File: config.mk
export PLATFORM = sky130hd
export DESIGN_NAME = rwmc_out_reg
export DESIGN_NICKNAME = d
export VERILOG_FILES = /design/src/rtl/core/rwmc_pkg.sv /design/src/rtl/core/rwmc_out_reg.sv
export SDC_FILE = /design/constraint.sdc
export NUM_CORES = 1
export LEC_CHECK = 0
export ABC_CLOCK_PERIOD_IN_PS = 800
export BUFFER_PORTS_ARGS = -buffer_cell sky130_fd_sc_hd__buf_2
export CAP_MARGIN = 20
export CORE_UTILIZATION = 36
export CTS_BUF_LIST = sky130_fd_sc_hd__clkbuf_8
export DETAILED_ROUTE_END_ITERATION = 6
export PLACE_DENSITY = 0.8
export SYNTH_ARGS = -nofsm -noshare
export SYNTH_HDL_FRONTEND = slang
export SYNTH_SLANG_ARGS = --single-unit
File: constraint.sdc
create_clock -name aclk -period 0.8 [get_ports aclk]
set_input_delay 0.08 -clock aclk [delete_from_list [all_inputs] [get_ports aclk]]
set_output_delay 0.08 -clock aclk [all_outputs]
set_load 0.02 [all_outputs]
File: src/rtl/core/rwmc_pkg.sv
// rwmc_pkg: shared types and constants of the random walk maze carver
// no dependencies; used by random_walk_maze_carver and rwmc_out_reg in rtl/core
package rwmc_pkg;

    // configuration port
    localparam int CFG_INDEX_W = 1;
    localparam int CFG_DATA_W  = 7;

    localparam logic [CFG_INDEX_W-1:0] REG_MAZE_WIDTH  = 1'd0;
    localparam logic [CFG_INDEX_W-1:0] REG_MAZE_HEIGHT = 1'd1;

    localparam logic [CFG_DATA_W-1:0] SIZE_RESET = 7'd63;
    localparam logic [CFG_DATA_W-1:0] SIZE_MIN   = 7'd3;

    // direction codes of the random draw
    localparam logic [1:0] DIR_EAST  = 2'd0;
    localparam logic [1:0] DIR_SOUTH = 2'd1;
    localparam logic [1:0] DIR_WEST  = 2'd2;
    localparam logic [1:0] DIR_NORTH = 2'd3;

    // last of the four tries
    localparam logic [1:0] TRY_LAST = 2'd3;

    // output coordinate width
    localparam int OUT_COORD_W = 6;

    typedef struct packed {
        logic       start_new;
        logic [1:0] random_dir;
    } in_item_t;

    typedef struct packed {
        logic [OUT_COORD_W-1:0] cell_col;
        logic [OUT_COORD_W-1:0] cell_row;
        logic                   last_of_run;
        logic                   maze_done;
    } out_item_t;

endpackage

File: src/rtl/core/rwmc_out_reg.sv
// rwmc_out_reg: output register of the result channel
// depends on rwmc_pkg for the result type
module rwmc_out_reg (
    input  logic              aclk,
    input  logic              aresetn,
    input  logic              load_valid,
    input  rwmc_pkg::out_item_t load_item,
    output logic              load_ready,
    output logic              m_valid,
    input  logic              m_ready,
    output rwmc_pkg::out_item_t m_item
);

    logic                valid_reg;
    rwmc_pkg::out_item_t item_reg;

    // free when empty or when the held result transfers this cycle
    assign load_ready = !valid_reg || m_ready;

    always_ff @(posedge aclk) begin
        if (!aresetn) begin
            valid_reg <= 1'b0;
        end else if (load_valid && load_ready) begin
            valid_reg <= 1'b1;
        end else if (m_ready) begin
            valid_reg <= 1'b0;
        end
    end

    always_ff @(posedge aclk) begin
        if (load_valid && load_ready) begin
            item_reg <= load_item;
        end
    end

    assign m_valid = valid_reg;
    assign m_item  = item_reg;

endmodule
; After elaboration in Yosys (flattened, before gate mapping)
; Cells that the tools add are included.
; W data, S select, Z words.
[op_classes]
mux = 2
reduce_logical = 4
[op_table]
columns = op, n
row1 = $mux W1, 2
row2 = $reduce_bool A2 Y1, 1
row3 = $logic_and A1 B1 Y1, 1
row4 = $logic_not A1 Y1, 1
row5 = $logic_or A1 B1 Y1, 1
[word_totals]
out_inout_bits = 16
inputBits = 18
ff_bits = 15
elab_cells = 11

; Longest topological paths before layout
[depth]
ltp_word = 4
depth_mapped = 2
depth_no_buf = 2

; Worst setup path before layout
; No wires, ideal clock.
[synth_path]
path_kind = flip-flop to flip-flop
start = register valid_reg (netlist: m_valid)
end = register item_reg, in the netlist m_item[0], enable pin
path_slack_ns = -0.266
required_time_ns = 0.544
path_stages_with_launch = 3
setup_time_ns = 0.256
period_less_slack_ns = 1.066
n_path_buf = 0
arrival_time_ns = 0.810
path_cell_list = dfxtp_1 nand2b_4 and2_4
[synth_between]
elab_chain_cells = 3
[synth_lines]
columns = element, line
row1 = start: declaration, rwmc_out_reg.sv:14  ; logic valid_reg;
row2 = start signal: assignment, rwmc_out_reg.sv:22  ; valid_reg <= 1'b0;
row3 = start signal: assignment, rwmc_out_reg.sv:24  ; valid_reg <= 1'b1;
row4 = start signal: assignment, rwmc_out_reg.sv:26  ; valid_reg <= 1'b0;
row5 = $logic_not A1 Y1, rwmc_out_reg.sv:18  ; assign load_ready = !valid_reg || m_ready;
row6 = $logic_or A1 B1 Y1, rwmc_out_reg.sv:18
row7 = via load_ready, rwmc_out_reg.sv:8  ; output logic load_ready,
row8 = $logic_and A1 B1 Y1, rwmc_out_reg.sv:31  ; if (load_valid && load_ready) begin
row9 = end signal: assignment, rwmc_out_reg.sv:32  ; item_reg <= load_item;
row10 = end: declaration, rwmc_out_reg.sv:15  ; rwmc_pkg::out_item_t item_reg;
; The timed path passes the listed nets, and every way through them passes these cells.
; A chain may end at the register's enable or synchronous reset.

; Worst setup path in the final report
[layout_path]
start = register valid_reg (netlist: m_valid)
end = output port load_ready
[layout_between]
elab_chain_cells = 2
[layout_lines]
columns = element, line
row1 = $logic_not A1 Y1, rwmc_out_reg.sv:18
row2 = $logic_or A1 B1 Y1, rwmc_out_reg.sv:18
row3 = end: declaration, rwmc_out_reg.sv:8
; No other way between the ends.

==> run summary <==
fin crit period: 0.957 ns
syn_area_per_cell: 25.2 sq um
Die Wd: 38.4 microns
fin crit share: 1.20
Yosys top cell by area: edfxtp_1
Final Slew Violations: 0
gr ovfl total: 0
Final nets: 80
Power Dens Cells: 2140 nW/um^2
Inserted Clock Buffers: 3
share of cells above drive strength 1: 0.738
fin area: 805 sq um
I/O pins: 34
worst setup margin: -0.157 ns
Post-DRT Antenna Nets: 0
worst r2r dst: m_item[9]$_DFFE_PP_
max cap viols: 0
Async SR Flop Fraction: 0
CP Capture Point: load_ready
Slew @ Worst Pin: 0.173 ns
status: complete, but fails checks
Synth Net Count: 37
Post-Syn Instances: 19
Layout Cells excl Fill: 75
Synth Register Bits: 15
Worst Path Arrival: 0.88 ns
Final Core Density: 0.687
initial antenna violation count: 0
Placer Congestion: 0.709
port bufs: 33
Clock Tree Buf Depth: 2
Yosys cell types: 6
vias in the first global route: 320
Synth area leaders: edfxtp_1, dfxtp_1, nand2b_4
Tightest Hold Check Type: input port to register
CTS tree: yes
routed wire length: 811 microns
r2r setup slk: -0.15 ns
R2R Path Start: m_valid$_SDFFE_PN0P_
Setup Crit Path Kind: register to primary output
Max Freq: 1.05 GHz
Reg2Reg Depth: 2
worst vdd ir: 1.55 mV
Sink Count: 15
Initial Utilization: 0.408
wire per inst: 10.8 microns
dpl cells: 67
Synth top area share: 0.880
Rel. slew slack: 0.885
Vias/cell: 4.28
via count: 321
detailed-route DRC error count: 0
area growth from synthesis to layout: 68.3%
Worst Path Required: 0.72 ns
clock skew: 0.00330 ns
Rows: 12
largest net degree at the start of global routing: 9
Main synth FF type: edfxtp_1
crit start category: register
All-Layer GR Usage: 0.133
footprint of the multi-input gates: 41.3 sq um
Post-synth EDFFs: 14
warnings from Yosys: 0
most frequent cell after synthesis: edfxtp_1
Critical Path End Type: primary output
RSZ-0062 raised after global routing: true
first-pass GRT wire length: 1260 microns
filler cell count: 76
Lkg Pwr: 0.363 nW
Diodes inserted: 0
core box area: 1170 sq um
CTS H-tree lvls: 1
die area: 1480 sq um
Worst-Skew Late Latency: 0.24 ns
placed cell areas: 672 sq um
Die Ht: 38.4 microns
Root Buffer: clkbuf_8
violated checks: setup timing
1st-iter DRT viols: 0
Setup-failing EPs final: 31
Seq/Total Area, Yosys: 0.921
Critical path origin: m_valid$_SDFFE_PN0P_
Seq. cell area: 444 sq um
Clk pin slew, worst setup/hold paths: 0.06 ns
Netlist Area Pre-Place: 478 sq um
worst-path maximum fanout: 3
dpl ws: -0.158 ns
drt pass-1 iters: 1
final hold violations: 0
area by class of cell:
class | count | share of cell area
Clock inverter | 1 | 0.00467
Timing Repair Buffer | 37 | 0.314
Clock buffer | 3 | 0.0513
Tap cell | 14 | 0.0218
Multi-Input combinational cell | 4 | 0.0513
Sequential cell | 15 | 0.552
Inverter | 1 | 0.00467
timing repair:
item,4_1_cts,5_1_grt
buffers inserted,1,2
hold buffers,0,0
endpoints found under the setup margin,30,31
gates cloned,1,0
pin swaps,1,1
gates resized for setup,3,15
stage by stage:
stage / hold slack (ns) / setup TNS [ns] / power [W]
floorplan: 0.179 / -2.95 / 0.00103
global placement: 0.259 / -1.83 / 0.00112
detailed placement: 0.258 / -2.20 / 0.00112
CTS: 0.00953 / -2.58 / 0.00169
global route: 0.00392 / -3.50 / 0.00179
finish: 0.0136 / -2.57 / 0.00172
state kept, by name, summed over array words and instances (netlist names):
register and flops:
m_item 14, m_valid 1
cells in the final DEF (no fill, tap or decap), drive strengths merged:
cell type	synthesis	routed
nand2b	1	1
dfxtp	1	1
and2	1	2
buf	0	37
clkbuf	0	3
inv	1	2
a21boi	1	1
edfxtp	14	14
critical path, stage by stage (launching register included):
cell and delay (ns):
dfxtp_4 0.35, nand2b_4 0.06, buf_6 0.11, buf_6 0.12
kinds of logic (layout without fill, tap and decap cells):
| group | Yosys count | in the layout | share of synthesized area |
|---|---|---|---|
| AOI/OAI and AO/OA | 1 | 1 | 0.0236 |
| DFF | 15 | 15 | 0.921 |
| buffers and inverters | 1 | 42 | 0.00785 |
| and+or+nand+nor | 2 | 3 | 0.0471 |
how the worst min path moves through the flow:
stage,depth (start not counted),end,slack [ns],startpoint
after detailed placement,1,m_item[9]$_DFFE_PP_,0.26,load_item[9]
after CTS,1,m_item[9]$_DFFE_PP_,0.01,load_item[9]
after floorplan,0,m_item[0]$_DFFE_PP_,0.18,load_item[0]
final,1,m_item[9]$_DFFE_PP_,0.01,load_item[9]
after global routing,1,m_item[13]$_DFFE_PP_,0.004,load_item[13]
after global placement,1,m_item[0]$_DFFE_PP_,0.26,load_item[0]
where the power goes:
group          leakage (nW)  switching (W)  internal, W
registers             0.144      0.0000152     0.000912
clock network        0.0269       0.000230     0.000338
logic                 0.192       0.000111     0.000113
total                 0.363       0.000356      0.00136
routing by layer:
metal	global-route usage	share of wire
met5	0	0
met4	0.0776	0.0074
met3	0.0349	0.085
met2	0.242	0.56
met1	0.133	0.34
Note: power is estimated with default switching activity, not from simulation.
